**config.mk**
```make
export PLATFORM = sky130hd
export DESIGN_NAME = cpu_load_group_executor_core
export DESIGN_NICKNAME = d
export VERILOG_FILES = /design/src/rtl/clge_pkg.sv /design/src/rtl/clge_step.sv /design/src/rtl/cpu_load_group_executor_core.sv
export SDC_FILE = /design/constraint.sdc
export NUM_CORES = 1
export LEC_CHECK = 0
export BUFFER_PORTS_ARGS = -buffer_cell sky130_fd_sc_hd__buf_2
export CAP_MARGIN = 30
export CORE_MARGIN = 2
export CORE_UTILIZATION = 32
export DETAILED_ROUTE_END_ITERATION = 7
export PLACE_DENSITY = 0.59
export RECOVER_POWER = 100
export SLEW_MARGIN = 10
export SYNTH_ARGS = -nofsm -noshare
export SYNTH_HDL_FRONTEND = slang
export SYNTH_SLANG_ARGS = --single-unit
```
**constraint.sdc**
```tcl
create_clock -name i_clk -period 21.2 [get_ports i_clk]
set_input_delay 6.36 -clock i_clk [delete_from_list [all_inputs] [get_ports i_clk]]
set_output_delay 6.36 -clock i_clk [all_outputs]
set_load 0.01 [all_outputs]
```
**src/rtl/clge_pkg.sv**
```systemverilog
package clge_pkg;

    // Phase of the instruction in progress: which access of it is pending.
    typedef enum logic [1:0] {
        PH_FETCH  = 2'd0,
        PH_SECOND = 2'd1,
        PH_THIRD  = 2'd2,
        PH_FOURTH = 2'd3
    } t_phase;

    // Architectural and sequencing state of the core.
    typedef struct packed {
        logic [15:0] pc;
        logic [7:0]  a;
        logic [7:0]  b;
        logic [7:0]  c;
        logic [7:0]  d;
        logic [7:0]  e;
        logic [7:0]  h;
        logic [7:0]  l;
        logic [7:0]  op;
        t_phase      phase;
        logic [7:0]  lo;
        logic [31:0] cyc;
        logic        fault;
    } t_core;

    // One result beat; the first field sits in the highest bits.
    typedef struct packed {
        logic [31:0] cycle_count;
        logic [15:0] hl_value;
        logic [15:0] de_value;
        logic [15:0] bc_value;
        logic [7:0]  acc_value;
        logic [15:0] pc_value;
        logic        fault;
        logic        instr_done;
        logic [7:0]  bus_write_data;
        logic        bus_write;
        logic [15:0] bus_address;
    } t_result;

    localparam int RESULT_W   = $bits(t_result);
    localparam int OUT_DATA_W = ((RESULT_W + 7) / 8) * 8;

    // Register values after reset.
    localparam logic [15:0] RST_PC = 16'h0100;
    localparam logic [7:0]  RST_A  = 8'h01;
    localparam logic [7:0]  RST_B  = 8'h00;
    localparam logic [7:0]  RST_C  = 8'h13;
    localparam logic [7:0]  RST_D  = 8'h00;
    localparam logic [7:0]  RST_E  = 8'hD8;
    localparam logic [7:0]  RST_H  = 8'h01;
    localparam logic [7:0]  RST_L  = 8'h4D;

    // High page base.
    localparam logic [7:0] HIGH_PAGE = 8'hFF;

    // Top two opcode bits: register move group and immediate/indirect group.
    localparam logic [1:0] GRP_IMM  = 2'b00;
    localparam logic [1:0] GRP_MOVE = 2'b01;

    // Register index codes inside an opcode.
    localparam logic [2:0] REG_B   = 3'd0;
    localparam logic [2:0] REG_C   = 3'd1;
    localparam logic [2:0] REG_D   = 3'd2;
    localparam logic [2:0] REG_E   = 3'd3;
    localparam logic [2:0] REG_H   = 3'd4;
    localparam logic [2:0] REG_L   = 3'd5;
    localparam logic [2:0] REG_MEM = 3'd6;
    localparam logic [2:0] REG_A   = 3'd7;

    // Opcodes.
    localparam logic [7:0] OP_HALT     = 8'h76;
    localparam logic [7:0] OP_LD_HL_N  = 8'h36;
    localparam logic [7:0] OP_LD_A_NN  = 8'hFA;
    localparam logic [7:0] OP_LD_NN_A  = 8'hEA;
    localparam logic [7:0] OP_LDH_A_N  = 8'hF0;
    localparam logic [7:0] OP_LDH_N_A  = 8'hE0;
    localparam logic [7:0] OP_LD_A_BC  = 8'h0A;
    localparam logic [7:0] OP_LD_A_DE  = 8'h1A;
    localparam logic [7:0] OP_LDH_A_C  = 8'hF2;
    localparam logic [7:0] OP_LD_BC_A  = 8'h02;
    localparam logic [7:0] OP_LD_DE_A  = 8'h12;
    localparam logic [7:0] OP_LDH_C_A  = 8'hE2;
    localparam logic [7:0] OP_LD_A_HLI = 8'h2A;
    localparam logic [7:0] OP_LD_A_HLD = 8'h3A;
    localparam logic [7:0] OP_LD_HLI_A = 8'h22;
    localparam logic [7:0] OP_LD_HLD_A = 8'h32;

endpackage

```
**src/rtl/clge_step.sv**
```systemverilog
module clge_step
    import clge_pkg::*;
(
    input  t_core       i_core,
    input  logic [7:0]  i_data,
    output t_core       o_core,
    output t_result     o_result
);

    typedef enum logic [3:0] {
        K_MOV,
        K_LD_R_HL,
        K_ST_HL_R,
        K_LD_R_N,
        K_ST_HL_N,
        K_LD_A_NN,
        K_ST_NN_A,
        K_LDH_A_N,
        K_LDH_N_A,
        K_LD_A_RR,
        K_ST_RR_A,
        K_LD_A_HLI,
        K_LD_A_HLD,
        K_ST_HLI_A,
        K_ST_HLD_A,
        K_BAD
    } t_kind;

    function automatic t_kind op_kind(input logic [7:0] op);
        t_kind k;
        k = K_BAD;
        if (op[7:6] == GRP_MOVE && op != OP_HALT) begin
            if (op[2:0] == REG_MEM) begin
                k = K_LD_R_HL;
            end else if (op[5:3] == REG_MEM) begin
                k = K_ST_HL_R;
            end else begin
                k = K_MOV;
            end
        end else if (op[7:6] == GRP_IMM && op[2:0] == REG_MEM && op[5:3] != REG_MEM) begin
            k = K_LD_R_N;
        end else begin
            case (op)
                OP_LD_HL_N:  k = K_ST_HL_N;
                OP_LD_A_NN:  k = K_LD_A_NN;
                OP_LD_NN_A:  k = K_ST_NN_A;
                OP_LDH_A_N:  k = K_LDH_A_N;
                OP_LDH_N_A:  k = K_LDH_N_A;
                OP_LD_A_BC:  k = K_LD_A_RR;
                OP_LD_A_DE:  k = K_LD_A_RR;
                OP_LDH_A_C:  k = K_LD_A_RR;
                OP_LD_BC_A:  k = K_ST_RR_A;
                OP_LD_DE_A:  k = K_ST_RR_A;
                OP_LDH_C_A:  k = K_ST_RR_A;
                OP_LD_A_HLI: k = K_LD_A_HLI;
                OP_LD_A_HLD: k = K_LD_A_HLD;
                OP_LD_HLI_A: k = K_ST_HLI_A;
                OP_LD_HLD_A: k = K_ST_HLD_A;
                default:     k = K_BAD;
            endcase
        end
        return k;
    endfunction

    function automatic logic [7:0] get_reg(input t_core s, input logic [2:0] idx);
        logic [7:0] v;
        case (idx)
            REG_B:   v = s.b;
            REG_C:   v = s.c;
            REG_D:   v = s.d;
            REG_E:   v = s.e;
            REG_H:   v = s.h;
            REG_L:   v = s.l;
            REG_A:   v = s.a;
            default: v = 8'h00;
        endcase
        return v;
    endfunction

    function automatic t_core set_reg(input t_core s, input logic [2:0] idx,
                                      input logic [7:0] v);
        t_core r;
        r = s;
        case (idx)
            REG_B:   r.b = v;
            REG_C:   r.c = v;
            REG_D:   r.d = v;
            REG_E:   r.e = v;
            REG_H:   r.h = v;
            REG_L:   r.l = v;
            REG_A:   r.a = v;
            default: r = s;
        endcase
        return r;
    endfunction

    // Address of the register-pair and high-page C forms.
    function automatic logic [15:0] rr_addr(input t_core s);
        logic [15:0] addr;
        case (s.op)
            OP_LD_A_BC: addr = {s.b, s.c};
            OP_LD_BC_A: addr = {s.b, s.c};
            OP_LD_A_DE: addr = {s.d, s.e};
            OP_LD_DE_A: addr = {s.d, s.e};
            default:    addr = {HIGH_PAGE, s.c};
        endcase
        return addr;
    endfunction

    t_core       fs;
    t_kind       kind;
    t_core       n_core;
    logic [15:0] hl;

    // During a fetch the byte just read is the opcode.
    always_comb begin
        fs    = i_core;
        fs.op = (i_core.phase == PH_FETCH) ? i_data : i_core.op;
    end

    assign kind = op_kind(fs.op);
    assign hl   = {i_core.h, i_core.l};

    // Next register and sequencing state.
    always_comb begin
        n_core = i_core;
        if (!i_core.fault) begin
            case (i_core.phase)
                PH_FETCH: begin
                    n_core.op    = i_data;
                    n_core.pc    = i_core.pc + 16'd1;
                    n_core.phase = PH_SECOND;
                    if (kind == K_MOV) begin
                        n_core       = set_reg(n_core, i_data[5:3], get_reg(i_core, i_data[2:0]));
                        n_core.cyc   = i_core.cyc + 32'd1;
                        n_core.phase = PH_FETCH;
                    end else if (kind == K_BAD) begin
                        n_core.fault = 1'b1;
                        n_core.phase = PH_FETCH;
                    end
                end
                PH_SECOND: begin
                    n_core.phase = PH_FETCH;
                    case (kind)
                        K_LD_R_HL: begin
                            n_core     = set_reg(n_core, i_core.op[5:3], i_data);
                            n_core.cyc = i_core.cyc + 32'd2;
                        end
                        K_ST_HL_R, K_LD_A_RR, K_ST_RR_A: begin
                            n_core.cyc = i_core.cyc + 32'd2;
                            if (kind == K_LD_A_RR) begin
                                n_core.a = i_data;
                            end
                        end
                        K_LD_R_N: begin
                            n_core     = set_reg(n_core, i_core.op[5:3], i_data);
                            n_core.pc  = i_core.pc + 16'd1;
                            n_core.cyc = i_core.cyc + 32'd2;
                        end
                        K_ST_HL_N, K_LD_A_NN, K_ST_NN_A: begin
                            n_core.lo    = i_data;
                            n_core.pc    = i_core.pc + 16'd1;
                            n_core.phase = PH_THIRD;
                        end
                        K_LDH_A_N, K_LDH_N_A: begin
                            n_core.pc    = i_core.pc + 16'd1;
                            n_core.phase = PH_THIRD;
                        end
                        K_LD_A_HLI, K_ST_HLI_A: begin
                            {n_core.h, n_core.l} = hl + 16'd1;
                            n_core.cyc           = i_core.cyc + 32'd2;
                            if (kind == K_LD_A_HLI) begin
                                n_core.a = i_data;
                            end
                        end
                        K_LD_A_HLD, K_ST_HLD_A: begin
                            {n_core.h, n_core.l} = hl - 16'd1;
                            n_core.cyc           = i_core.cyc + 32'd2;
                            if (kind == K_LD_A_HLD) begin
                                n_core.a = i_data;
                            end
                        end
                        default: n_core.phase = PH_FETCH;
                    endcase
                end
                PH_THIRD: begin
                    n_core.phase = PH_FETCH;
                    case (kind)
                        K_ST_HL_N, K_LDH_N_A: n_core.cyc = i_core.cyc + 32'd3;
                        K_LDH_A_N: begin
                            n_core.a   = i_data;
                            n_core.cyc = i_core.cyc + 32'd3;
                        end
                        K_LD_A_NN, K_ST_NN_A: begin
                            n_core.pc    = i_core.pc + 16'd1;
                            n_core.phase = PH_FOURTH;
                        end
                        default: n_core.phase = PH_FETCH;
                    endcase
                end
                default: begin
                    n_core.phase = PH_FETCH;
                    if (kind == K_LD_A_NN) begin
                        n_core.a   = i_data;
                        n_core.cyc = i_core.cyc + 32'd4;
                    end else if (kind == K_ST_NN_A) begin
                        n_core.cyc = i_core.cyc + 32'd4;
                    end
                end
            endcase
        end
    end

    // Next bus access; by default a read at the new program counter.
    always_comb begin
        o_result.bus_address    = n_core.pc;
        o_result.bus_write      = 1'b0;
        o_result.bus_write_data = 8'h00;
        o_result.instr_done     = 1'b0;
        if (!i_core.fault) begin
            case (i_core.phase)
                PH_FETCH: begin
                    case (kind)
                        K_MOV: o_result.instr_done = 1'b1;
                        K_LD_R_HL, K_LD_A_HLI, K_LD_A_HLD: o_result.bus_address = hl;
                        K_ST_HL_R: begin
                            o_result.bus_address    = hl;
                            o_result.bus_write      = 1'b1;
                            o_result.bus_write_data = get_reg(i_core, i_data[2:0]);
                        end
                        K_ST_HLI_A, K_ST_HLD_A: begin
                            o_result.bus_address    = hl;
                            o_result.bus_write      = 1'b1;
                            o_result.bus_write_data = i_core.a;
                        end
                        K_LD_A_RR: o_result.bus_address = rr_addr(fs);
                        K_ST_RR_A: begin
                            o_result.bus_address    = rr_addr(fs);
                            o_result.bus_write      = 1'b1;
                            o_result.bus_write_data = i_core.a;
                        end
                        default: o_result.bus_write = 1'b0;
                    endcase
                end
                PH_SECOND: begin
                    case (kind)
                        K_ST_HL_N: begin
                            o_result.bus_address    = hl;
                            o_result.bus_write      = 1'b1;
                            o_result.bus_write_data = i_data;
                        end
                        K_LDH_A_N: o_result.bus_address = {HIGH_PAGE, i_data};
                        K_LDH_N_A: begin
                            o_result.bus_address    = {HIGH_PAGE, i_data};
                            o_result.bus_write      = 1'b1;
                            o_result.bus_write_data = i_core.a;
                        end
                        K_LD_A_NN, K_ST_NN_A: o_result.instr_done = 1'b0;
                        K_MOV, K_BAD: o_result.instr_done = 1'b0;
                        default: o_result.instr_done = 1'b1;
                    endcase
                end
                PH_THIRD: begin
                    case (kind)
                        K_ST_HL_N, K_LDH_N_A, K_LDH_A_N: o_result.instr_done = 1'b1;
                        K_LD_A_NN: o_result.bus_address = {i_data, i_core.lo};
                        K_ST_NN_A: begin
                            o_result.bus_address    = {i_data, i_core.lo};
                            o_result.bus_write      = 1'b1;
                            o_result.bus_write_data = i_core.a;
                        end
                        default: o_result.instr_done = 1'b0;
                    endcase
                end
                default: begin
                    o_result.instr_done = (kind == K_LD_A_NN) || (kind == K_ST_NN_A);
                end
            endcase
        end
        if (n_core.fault) begin
            o_result.bus_address    = n_core.pc;
            o_result.bus_write      = 1'b0;
            o_result.bus_write_data = 8'h00;
            o_result.instr_done     = 1'b0;
        end

        // Register view after this beat.
        o_result.fault       = n_core.fault;
        o_result.pc_value    = n_core.pc;
        o_result.acc_value   = n_core.a;
        o_result.bc_value    = {n_core.b, n_core.c};
        o_result.de_value    = {n_core.d, n_core.e};
        o_result.hl_value    = {n_core.h, n_core.l};
        o_result.cycle_count = n_core.cyc;
    end

    assign o_core = n_core;

endmodule

```
**src/rtl/cpu_load_group_executor_core.sv**
```systemverilog
// Channel   Dir  Bits  Contents
// s_axis    in   8     bus_read_data
// m_axis    out  136   next access, done/fault flags, register view, cycle count
//
// Each accepted bus beat is handled by the step logic, which sits between the
// state registers and the result register, so one beat per cycle is sustained
// while m_axis is not stalled. Each result is registered in the output buffer.
// Reset (synchronous, active low) restores the power-on registers with an opcode
// fetch pending at 0x0100; no result is shown until the first input beat arrives.
// A two-entry output buffer (result register plus skid) keeps s_axis open for one
// more beat while m_axis is stalled; after that s_tready drops until a beat leaves.
module cpu_load_group_executor_core
    import clge_pkg::*;
(
    input  logic                  i_clk,
    input  logic                  i_rst_n,
    input  logic                  s_tvalid,
    output logic                  s_tready,
    input  logic [7:0]            s_tdata,   // [7:0] bus_read_data
    output logic                  m_tvalid,
    input  logic                  m_tready,
    // [15:0] bus_address, [16] bus_write, [24:17] bus_write_data, [25] instr_done,
    // [26] fault, [42:27] pc_value, [50:43] acc_value, [66:51] bc_value,
    // [82:67] de_value, [98:83] hl_value, [130:99] cycle_count, [135:131] zero
    output logic [OUT_DATA_W-1:0] m_tdata
);

    t_core   r_core;
    t_core   n_core;
    t_result n_result;
    t_result r_out;
    t_result r_skid;
    logic    r_out_valid;
    logic    r_skid_valid;
    logic    in_fire;
    logic    out_fire;

    clge_step u_step (
        .i_core   (r_core),
        .i_data   (s_tdata),
        .o_core   (n_core),
        .o_result (n_result)
    );

    assign s_tready = !r_skid_valid;
    assign in_fire  = s_tvalid && s_tready;
    assign out_fire = r_out_valid && m_tready;

    // Core state advances on every accepted beat.
    always_ff @(posedge i_clk) begin
        if (!i_rst_n) begin
            r_core.pc    <= RST_PC;
            r_core.a     <= RST_A;
            r_core.b     <= RST_B;
            r_core.c     <= RST_C;
            r_core.d     <= RST_D;
            r_core.e     <= RST_E;
            r_core.h     <= RST_H;
            r_core.l     <= RST_L;
            r_core.op    <= 8'h00;
            r_core.phase <= PH_FETCH;
            r_core.lo    <= 8'h00;
            r_core.cyc   <= 32'd0;
            r_core.fault <= 1'b0;
        end else if (in_fire) begin
            r_core <= n_core;
        end
    end

    // Output buffer control.
    always_ff @(posedge i_clk) begin
        if (!i_rst_n) begin
            r_out_valid  <= 1'b0;
            r_skid_valid <= 1'b0;
        end else if (in_fire) begin
            if (!r_out_valid || out_fire) begin
                r_out_valid <= 1'b1;
            end else begin
                r_skid_valid <= 1'b1;
            end
        end else if (out_fire) begin
            r_out_valid  <= r_skid_valid;
            r_skid_valid <= 1'b0;
        end
    end

    // Output buffer payload.
    always_ff @(posedge i_clk) begin
        if (in_fire) begin
            if (!r_out_valid || out_fire) begin
                r_out <= n_result;
            end else begin
                r_skid <= n_result;
            end
        end else if (out_fire && r_skid_valid) begin
            r_out <= r_skid;
        end
    end

    assign m_tvalid = r_out_valid;
    assign m_tdata  = {{(OUT_DATA_W - RESULT_W){1'b0}}, r_out};

endmodule

```
==> results of run 1 <==
==> kinds of logic after synthesis <==
kind of cell | count (synthesis) | share of synthesized area
AO/OA/AOI/OAI | 786 | 0.238
XOR/XNOR | 71 | 0.0275
adder cells (fa/ha/maj) | 24 | 0.0136
buffers and inverters | 235 | 0.0418
flip-flops | 387 | 0.459
multiplexers | 122 | 0.0571
other | 1 | 0.000166
AND/OR/NAND/NOR | 794 | 0.162
==> metrics by stage <==
| stage | hold slack (ps) | area, µm² |
|---|---|---|
| finish | 473 | 25500 |
| global route | 485 | 25500 |
| floorplan | 445 | 22600 |
| detailed placement | 461 | 24200 |
| global placement | 453 | 24200 |
| CTS | 471 | 25800 |
==> final timing paths <==
path,startpoint,endpoint,slack (ps),depth (start not counted)
max,s_tvalid,m_tdata[51],6890,6
min,r_core[44],r_core[44],470,2
max reg2reg,r_skid_valid,m_tdata[51],12460,5
min reg2reg,r_core[44],r_core[44],470,2
==> layer usage <==
metal,wire [µm],up-vias
li1,-,9285
met1,38900,10100
met2,38300,985
met3,6290,194
met4,4080,0
met5,0,-
==> power by group through the flow <==
stage / combinational (W) / sequential, W / clock (W)
after floorplan: 0.000286 / 0.000933 / 0
after global placement: 0.000453 / 0.000940 / 0
after detailed placement: 0.000459 / 0.000941 / 0
after CTS: 0.000462 / 0.000925 / 0.000858
after global routing: 0.000492 / 0.000938 / 0.000886
final: 0.000457 / 0.000933 / 0.000837
==> flip-flops by register name, indices dropped and copies added (netlist names) <==
| signal | flops |
|---|---|
| m_tdata | 131 |
| r_skid | 131 |
| r_core | 123 |
| m_tvalid | 1 |
| r_skid_valid | 1 |
==> area by class of cell <==
cell class | instances | area (µm²)
Sequential cell | 387 | 10400
Multi-Input combinational cell | 1802 | 11200
Antenna cell | 1 | 2.50
Inverter | 45 | 169
Fill cell | 7177 | 44400
Tap cell | 940 | 1180
Clock buffer | 64 | 1340
Clock inverter | 22 | 240
Timing Repair Buffer | 205 | 995
==> layout by cell type (no fill, tap or decap), drive strengths merged, types with 10 or more instances in the layout <==
| cell type | Yosys | final |
|---|---|---|
| dfxtp | 125 | 125 |
| nand3 | 56 | 56 |
| o211ai | 20 | 20 |
| buf | 43 | 57 |
| o22ai | 51 | 51 |
| o21ai | 194 | 194 |
| inv | 42 | 43 |
| a31oi | 33 | 33 |
| nand2 | 205 | 205 |
| and2 | 13 | 13 |
| nor2 | 315 | 315 |
| a211oi | 23 | 23 |
| and3 | 26 | 26 |
| a32oi | 11 | 11 |
| o2111ai | 17 | 17 |
| a22o | 51 | 51 |
| ha | 23 | 23 |
| mux2 | 42 | 42 |
| a21o | 24 | 24 |
| nor3 | 53 | 53 |
| a21oi | 147 | 147 |
| o211a | 23 | 23 |
| o221ai | 15 | 15 |
| xor2 | 35 | 35 |
| nand4 | 27 | 27 |
| clkbuf | 147 | 212 |
| a221oi | 17 | 17 |
| nand2b | 23 | 23 |
| a2111oi | 10 | 10 |
| o21a | 27 | 27 |
| edfxtp | 262 | 262 |
| nor4 | 11 | 11 |
| mux2i | 79 | 79 |
| a22oi | 26 | 26 |
| clkinv | 3 | 17 |
| or3 | 16 | 16 |
| xnor2 | 36 | 36 |
| o31ai | 24 | 24 |
==> worst min-delay path: stages, from the launching register on <==
cell and delay [ps]:
dfxtp_1 320, nand2_1 60, a21oi_1 50
==> metrics.csv, run 1 <==
stage,metric,value,unit
place,dpl_worst_slack,9260,ps
place,hpwl,59300,µm
global_route,grt_use_met3,0.0326,
sta,rsz0062_at_grt,no,
power,p_sw,0.000706,W
power,total_leakage_power,8.98,nW
floorplanning,die-area,0.0727,mm²
cts,insertion_delay,600,ps
status,status,finished with violations,
detailed_routing,first_pass_iters,6,
detailed_routing,wire_per_inst,25.3,µm
cells_and_area,layout.nets,2523,
detailed_routing,route.detailed.drc,0,
floorplanning,die_h,270,µm
cells_and_area,fin_util,0.365,
sta,final_max_slew_viol_count,461,
sta,hold_violations,0,
floorplanning,num_rows,97,
power,ir_worst_vdd,0.0486,mV
sta,period_needed,14310,ps
worst_setup_path,arrival,14260,ps
detailed_routing,ant_nets,0,
global_route,grt-ovfl-total,0,
worst_setup_path,start_kind,primary input,
synthesis,syn_area,0.0226,mm²
synthesis,synth_top_area_frac,0.348,
place,portBuffers,144,
worst_setup_path,crit_family,buffers and inverters,
cts,numCtsBuffers,46,
place,placed_cells,3374,
synthesis,synth.most_common_cell,nor2_1,
synthesis,synth.avg_cell_area,9.33,µm²
synthesis,syn_inst,2420,
power,p_int,0.00152,W
power,p_comb_frac,0.205,
synthesis,synth_edf_count,262,
flow_run,maxCapViolCount,11,
synthesis,ys_top_cells_by_count,"nor2_1, edfxtp_1, nand2_1",
sta,tightest_slew,7960,ps
power,clkPwrFrac,0.376,
sta,relSlewSlack,-4.31,
cts,cts_hold_buf,0,
cts,clk_path_buf_depth,3,
power,power_density,87.3,mW/mm²
place,gp_congestion,0.941,
cts,clkSinkCount,387,
global_route,grt_pass1_vias,19500,
cells_and_area,drive_gt1_frac,0.0796,
global_route,grt.busiest_layer,met2,
global_route,use_met1,0.328,
sta,period_share,0.675,
detailed_routing,drt_iter0_drc,2248,
global_route,grt_pass1_wl,130000,µm
sta,fin_setup_tns,0,ps
synthesis,yosysSeqAreaShare,0.459,
cts,tritoncts,yes,
worst_setup_path,path_buf_inv,3,
cells_and_area,synthToLayoutAreaGrowth,13.0,%
cts,cts.htree.levels,2,
sta,finClkSkew,25.3,ps
power,power,0.00223,W
detailed_routing,drt-total-wl,87600,µm
synthesis,yosysUniqueCellTypes,100,
worst_setup_path,crit_type,in -> reg,
detailed_routing,num_vias,20600,
global_route,antenna_found_initial,0,
cts,postCtsSetupBuffers,0,
synthesis,ys_ff_latch,387,
worst_setup_path,worstPathCellList,clkbuf_1 > nor2b_1 > clkbuf_1 > a21oi_1 > a21oi_4 > clkbuf_1,
global_route,grt_max_degree,211,
power,p_sw_frac,0.317,
power,seqPwrFrac,0.419,
sta,setup_viol,0,
synthesis,ys.warnings.count,0,
global_route,grtUsageTotal,0.233,
worst_setup_path,worst_path_max_delay_cell,clkbuf_1,
sta,worst_slack,6890,ps
status,violations,"max-capacitance violations, max-slew violations",
worst_setup_path,cp-end-kind,flop,
floorplanning,io_pins,150,
worst_setup_path,path_common_cell,clkbuf_1,
floorplanning,coreArea,0.0699,mm²
floorplanning,die_w,270,µm
floorplanning,start_util,0.323,
synthesis,ys_async_sr_fraction,0,
global_route,met2_usage,0.355,
worst_setup_path,required,21150,ps
synthesis,synthFlopType,edfxtp_1,
worst_setup_path,critPathMaxStageDelay,5510,ps
min_path,hold_class,reg -> reg,
cts,clk_pin_slew,70,ps
detailed_routing,vias_per_cell,5.93,
cts,post_cts_resize_count,0,
worst_setup_path,path_max_fanout,131,
cts,root_buffer,clkbuf_16,
synthesis,synth_area_leaders,"edfxtp_1, dfxtp_1, nor2_1, o21ai_0, mux2i_1",
synthesis,synth_area_leader_cell,edfxtp_1,
cells_and_area,fin_cells,3466,
sta,max_freq,69.9,MHz
Power figures use the tool's default switching activity.
==> run 2, diff against run 1 <==
Settings changed: PLACE_DENSITY 0.59 to 0.6.
Clock period 21.2 ns to 12.7 ns, I/O delays scaled along.
==> run 2 against run 1 <==
Net effect:
- the run still ends with max-capacitance violations, max-slew violations left
- via count down 0.16%
- critical path type unchanged
- design area is 0.36% lower
- sequential power grew 66%
- power up 62%
- clock power up 55%
- critical path depth unchanged
- routed wire length grew 0.67%
- sequential share of layout area up 0.15 points
==> metrics.csv, run 2 (synthesized netlist as in run 1, its figures left out) <==
stage,metric,value,unit,change
flow_run,maxCapViolCount,8,,-3
cts,insertion_delay,580,ps,-20 ps
global_route,grtUsageTotal,0.234,,+0.00111
sta,max_freq,96.8,MHz,
cells_and_area,fin_cells,3460,,-0.17%
worst_setup_path,required,12890,ps,-8260 ps
worst_setup_path,start_kind,primary input,,
cells_and_area,layout.nets,2524,,+0.040%
sta,final_max_slew_viol_count,278,,-40%
cts,clk_path_buf_depth,3,,unchanged
worst_setup_path,cp-end-kind,flop,,
detailed_routing,num_vias,20500,,-0.16%
global_route,grt_pass1_vias,19500,,+0.041%
worst_setup_path,path_common_cell,clkbuf_1,,
place,hpwl,60100,µm,+1.5%
worst_setup_path,arrival,10520,ps,-3740 ps
global_route,antenna_found_initial,1,,+1
worst_setup_path,path_buf_inv,4,,+1
cts,post_cts_resize_count,0,,unchanged
cts,cts_hold_buf,0,,unchanged
cts,cts.htree.levels,2,,unchanged
power,ir_worst_vdd,0.0784,mV,+61%
worst_setup_path,crit_family,buffers and inverters,,
sta,hold_violations,0,,unchanged
cts,root_buffer,clkbuf_16,,
worst_setup_path,critPathMaxStageDelay,2180,ps,-3330 ps
min_path,hold_class,reg -> reg,,
cts,tritoncts,yes,,
cts,clkSinkCount,387,,unchanged
detailed_routing,drt-total-wl,88200,µm,+0.67%
detailed_routing,ant_nets,0,,unchanged
sta,period_needed,10330,ps,
cells_and_area,drive_gt1_frac,0.0770,,-0.00262
cells_and_area,synthToLayoutAreaGrowth,12.6,%,
floorplanning,die-area,0.0727,mm²,unchanged
floorplanning,io_pins,150,,unchanged
sta,period_share,0.813,,
place,gp_congestion,0.952,,+1.2%
detailed_routing,wire_per_inst,25.5,µm,+0.84%
sta,setup_viol,0,,unchanged
cells_and_area,antenna_cells,0,,-1
cts,numCtsBuffers,43,,-6.5%
sta,relSlewSlack,-1.55,,+2.75
global_route,grt_max_degree,210,,-0.47%
worst_setup_path,worstPathCellList,clkbuf_1 > nor2b_1 > clkbuf_1 > and3_1 > clkbuf_1 > buf_4,,
detailed_routing,drt_iter0_drc,2303,,+2.4%
place,placed_cells,3375,,+0.030%
worst_setup_path,crit_type,in -> reg,,
floorplanning,num_rows,97,,unchanged
floorplanning,die_w,270,µm,unchanged
floorplanning,coreArea,0.0699,mm²,unchanged
status,status,finished with violations,,
sta,rsz0062_at_grt,no,,
global_route,grt-ovfl-total,0,,unchanged
floorplanning,start_util,0.323,,unchanged
detailed_routing,route.detailed.drc,0,,unchanged
power,power_density,142,mW/mm²,+63%
place,portBuffers,144,,unchanged
worst_setup_path,path_max_fanout,50,,-62%
floorplanning,die_h,270,µm,unchanged
sta,finClkSkew,24.6,ps,-0.737 ps
detailed_routing,vias_per_cell,5.93,,about the same
cells_and_area,layout_common_cells,"nor2_1, edfxtp_1, nand2_1",,
power,total_leakage_power,8.93,nW,-0.58%
cells_and_area,final_common_cell,nor2_1,,
worst_setup_path,worst_path_max_delay_cell,clkbuf_1,,
sta,fin_setup_tns,0,ps,unchanged
sta,tightest_slew,3830,ps,-4130 ps
detailed_routing,first_pass_iters,6,,unchanged
status,violations,"max-capacitance violations, max-slew violations",,
cts,clk_pin_slew,60,ps,about the same
cts,postCtsSetupBuffers,0,,unchanged
global_route,grt_pass1_wl,131000,µm,+0.13%
run 2: final cells by class:
cell class                 instances  area [µm²]
clock inverter                    15         199
clock buffer                      62        1230
fill                            7236       44500
timing repair buffer             209        1030
tap                              940        1180
inverter                          45         169
multi-input combinational       1802       11200
sequential                       387       10400
run 2: through the flow:
step / power (W) / instance area [µm²] / hold slack (ps) / worst slack [ps] / util
2_1_floorplan: 0.00204 / 22600 / 445 / 821 / -
3_3_place_gp: 0.00233 / 24200 / 454 / 3390 / 0.346
3_5_place_dp: 0.00234 / 24200 / 467 / 3270 / 0.347
4_1_cts: 0.00365 / 25700 / 475 / 3880 / 0.367
5_1_grt: 0.00376 / 25400 / 494 / 1820 / 0.364
6_report: 0.00362 / 25400 / 486 / 2370 / 0.364
run 2: power by group:
group,leakage (nW),total [W],internal (W),switching [W]
clock,0.697,0.00130,0.000774,0.000529
sequential,3.44,0.00155,0.00146,0.0000858
combinational,4.79,0.000766,0.000230,0.000536
total,8.93,0.00362,0.00247,0.00115
run 2: final timing paths:
check	start	to	slack (ps)	depth (start not counted)
hold reg to reg	r_core[44]	r_core[44]	490	2
setup reg to reg	r_core[42]	m_tdata[129]	5340	12
setup / recovery	s_tvalid	r_skid[4]	2370	6
hold / removal	r_core[44]	r_core[44]	490	2
run 2: worst min-delay path: stages, from the launching register on:
cell and delay [ps]:
dfxtp_1 330, nand2_1 60, a21oi_1 50
run 2: layer usage:
layer / up-vias / global-route usage / routed length, µm
met5: - / 0 / 0
met4: 0 / 0.0972 / 3930
li1: 9262 / - / -
met2: 961 / 0.354 / 38300
met3: 196 / 0.0416 / 6700
met1: 10100 / 0.328 / 39200
==> run 3, diff against run 2 <==
Settings changed: ABC_AREA from default to 1, PLACE_DENSITY 0.6 to 0.58.
Clock period 12.7 ns to 10.18 ns, I/O delays scaled along.
==> run 3 against run 2 <==
Net effect:
- the flow still finishes with violations (max-capacitance violations, max-slew violations)
- design area grew 10%
- first-iteration DRC count grew 12%
- utilization shrank 0.72 points
- routed wire length grew 11%
- clock power grew 32%
- sequential power grew 32%
- global-route usage shrank 0.081 points
- worst hold slack lost 18 ps
- critical path depth grew 12
- largest cell class unchanged
- highest routed layer unchanged
==> metrics.csv, run 3 <==
stage,metric,value,unit,change
status,status,finished with violations,,
status,violations,"max-capacitance violations, max-slew violations",,
worst_setup_path,reg2reg_slack,3240,ps,-2100 ps
global_route,met2_usage,0.383,,+0.0289
worst_setup_path,worst_path_max_delay_cell,nand3_1,,
synthesis,synth.most_common_cell,nand2_1,,
cts,numCtsBuffers,46,,+7.0%
worst_setup_path,r2r_end,m_tdata[61],,
place,hpwl,67700,µm,+13%
worst_setup_path,required,10500,ps,-2390 ps
sta,final_max_slew_viol_count,101,,-64%
global_route,grt_use_met3,0.0317,,-0.00991
worst_setup_path,crit_type,in -> reg,,
cells_and_area,synthToLayoutAreaGrowth,11.0,%,
detailed_routing,first_pass_iters,8,,+2
global_route,use_met1,0.301,,-0.0265
sta,relSlewSlack,-0.633,,+0.921
cts,root_buffer,clkbuf_16,,
min_path,hold_class,reg -> reg,,
min_path,hold_start,r_core[90],,
synthesis,syn_area,0.0253,mm²,+12%
synthesis,yosysSeqAreaShare,0.411,,-0.0485
synthesis,synth.avg_cell_area,6.99,µm²,-25%
sta,period_share,0.840,,
sta,max_freq,117,MHz,
power,total_leakage_power,11.6,nW,+30%
synthesis,synth_area_leader_cell,edfxtp_1,,
synthesis,ys.warnings.count,0,,unchanged
worst_setup_path,arrival,8870,ps,-1650 ps
detailed_routing,ant_nets,0,,unchanged
power,p_int,0.00333,W,+35%
synthesis,syn_inst,3612,,+49%
worst_setup_path,cp-end-kind,flop,,
cts,clk_pin_slew,60,ps,about the same
cells_and_area,final_area,0.0280,mm²,+10%
detailed_routing,wire_per_inst,20.6,µm,-19%
power,p_sw_frac,0.377,,+0.0587
floorplanning,die-area,0.0812,mm²,+12%
worst_setup_path,path_common_cell,nand2_1,,
cells_and_area,drive_gt1_frac,0.0448,,-0.0321
global_route,grt.busiest_layer,met2,,
synthesis,ys_ff_latch,387,,unchanged
power,clkPwrFrac,0.321,,-0.039
worst_setup_path,critPathMaxStageDelay,1090,ps,-1090 ps
cts,clk_path_buf_depth,3,,unchanged
cts,cts_hold_buf,0,,unchanged
worst_setup_path,crit_family,simple AND/OR/NAND/NOR gates,,
detailed_routing,drt_iter0_drc,2568,,+12%
synthesis,yosysUniqueCellTypes,54,,-46%
power,seqPwrFrac,0.382,,-0.046
cts,tritoncts,yes,,
sta,hold_violations,0,,unchanged
sta,setup_viol,0,,unchanged
global_route,grtUsageTotal,0.233,,-0.000814
synthesis,synth_top_area_frac,0.312,,-0.0368
detailed_routing,vias_per_cell,5.27,,-11%
global_route,grt_pass1_wl,146000,µm,+12%
place,place_area,0.0267,mm²,+10%
detailed_routing,drt-total-wl,97500,µm,+11%
cts,post_cts_resize_count,0,,unchanged
power,p_comb_frac,0.297,,+0.085
synthesis,ys_async_sr_fraction,0,,unchanged
worst_setup_path,start_kind,primary input,,
detailed_routing,route.detailed.drc,0,,unchanged
worst_setup_path,reg2reg_from,r_core[42],,
cts,cts.htree.levels,2,,unchanged
worst_setup_path,reg2regPathDepth,20,,+8
floorplanning,start_util,0.321,,-0.00184
power,p_sw,0.00201,W,+75%
cts,insertion_delay,620,ps,+40 ps
cells_and_area,layout_common_cells,"nand2_1, inv_1, edfxtp_1",,
place,portBuffers,144,,unchanged
detailed_routing,num_vias,24900,,+21%
synthesis,ys_top_cells_by_count,"nand2_1, inv_1, edfxtp_1",,
sta,tightest_slew,2420,ps,-1410 ps
floorplanning,coreArea,0.0786,mm²,+12%
floorplanning,num_rows,103,,+6.2%
synthesis,synth_edf_count,262,,unchanged
global_route,grt_max_degree,133,,-37%
power,ir_worst_vdd,0.0990,mV,+26%
cts,clkSinkCount,387,,unchanged
min_path,min_path_cells,2,,unchanged
flow_run,maxCapViolCount,4,,-4
global_route,antenna_found_initial,1,,unchanged
synthesis,synth_area_leaders,"edfxtp_1, nand2_1, dfxtp_1, inv_1, a21oi_1",,
sta,fin_setup_tns,0,ps,unchanged
cells_and_area,final_common_cell,nand2_1,,
floorplanning,io_pins,150,,unchanged
global_route,grt_pass1_vias,23000,,+18%
worst_setup_path,path_buf_inv,2,,-2
global_route,grt-ovfl-total,0,,unchanged
min_path,min_to,r_core[90],,
synthesis,synthFlopType,edfxtp_1,,
cells_and_area,layout.nets,3678,,+46%
floorplanning,die_w,285,µm,+5.7%
sta,rsz0062_at_grt,no,,
cts,postCtsSetupBuffers,0,,unchanged
floorplanning,die_h,285,µm,+5.7%
sta,period_needed,8550,ps,
worst_setup_path,worstPathCellList,clkbuf_1 > inv_1 > nand2_1 > nand2_1 > nand2_1 > nor2_1 > nand2_1 > nand2_1 > nor3_1 > nand2_1 > nand2_4 > nand3_1 > nor2_8 > nand2_1 > o211ai_1 > nand2_1 > nand3_1 > nand2_1,,
worst_setup_path,path_max_fanout,26,,-48%
cells_and_area,antenna_cells,0,,unchanged
sta,finClkSkew,43.0,ps,+18.4 ps
place,gp_congestion,1.01,,+6.1%
power,power,0.00534,W,+48%
power,power_density,191,mW/mm²,+34%
run 3: cell count changes in the layout (fill, tap and decap cells not counted), moves of 27 or more:
cell      before   now
o21ai_0      187   228
a22o_1        51     0
nor2_1       311   255
inv_1         42   353
o21ai_1        6    33
mux2i_1       78     0
mux2_2        37     0
a21oi_1      145   252
xnor2_1       36     1
nand2_1      203  1223
nand3_1       56   241
o211ai_1      19    80
run 3: power by group through the flow:
stage	clock network (W)	registers (W)	logic, W
after detailed placement	0	0.00207	0.00159
after floorplan	0	0.00204	0.00108
final	0.00171	0.00204	0.00159
after global placement	0	0.00207	0.00157
after global routing	0.00181	0.00205	0.00176
after CTS	0.00175	0.00203	0.00159
run 3: layer usage:
layer	wire, µm	vias up
met5	0	-
met3	6470	237
li1	-	12000
met2	45100	1026
met1	40900	11600
met4	5000	0
run 3: how the worst max path moves through the flow:
stage | startpoint | end | slack, ps | cells past startpoint
2_1_floorplan | s_tvalid | m_tdata[0] | 1320 | 5
3_3_place_gp | s_tdata[6] | m_tdata[93] | 2400 | 21
3_5_place_dp | s_tdata[6] | m_tdata[93] | 2450 | 21
4_1_cts | s_tdata[6] | m_tdata[97] | 3080 | 25
5_1_grt | s_tdata[0] | m_tdata[117] | 1400 | 24
6_report | s_tdata[0] | m_tdata[61] | 1630 | 18
run 3: worst register-to-register path: cells and delay by family (launching register included):
family / cells / cell delay, ps
AO/OA/AOI/OAI: 1 / 390
flip-flops: 1 / 460
AND/OR/NAND/NOR: 17 / 5050
buffers and inverters: 2 / 750
run 3: through the flow:
step                      hold WS (ps)   util  setup WS, ps  std cells
final                              468  0.356          1630       4730
after global routing               484  0.356          1400       4730
after CTS                          470  0.360          3080       4728
after detailed placement           460  0.340          2450       4642
after global placement             453  0.340          2400       4641
after floorplan                    445      -          1320       3616
run 3: logic make-up after synthesis:
group           synth area share
flops                      0.411
compound gates             0.159
buf+inv                   0.0903
other cells             0.000149
fa+ha+maj                 0.0122
simple gates               0.306
xor+xnor                  0.0215
run 3: cell type report:
cell class,instances,area (µm²)
Tap cell,1050,1310
Fill cell,8566,50600
Timing Repair Buffer,175,833
Clock buffer,60,1240
Clock inverter,26,305
Multi-Input combinational cell,2658,12500
Inverter,374,1420
Sequential cell,387,10400
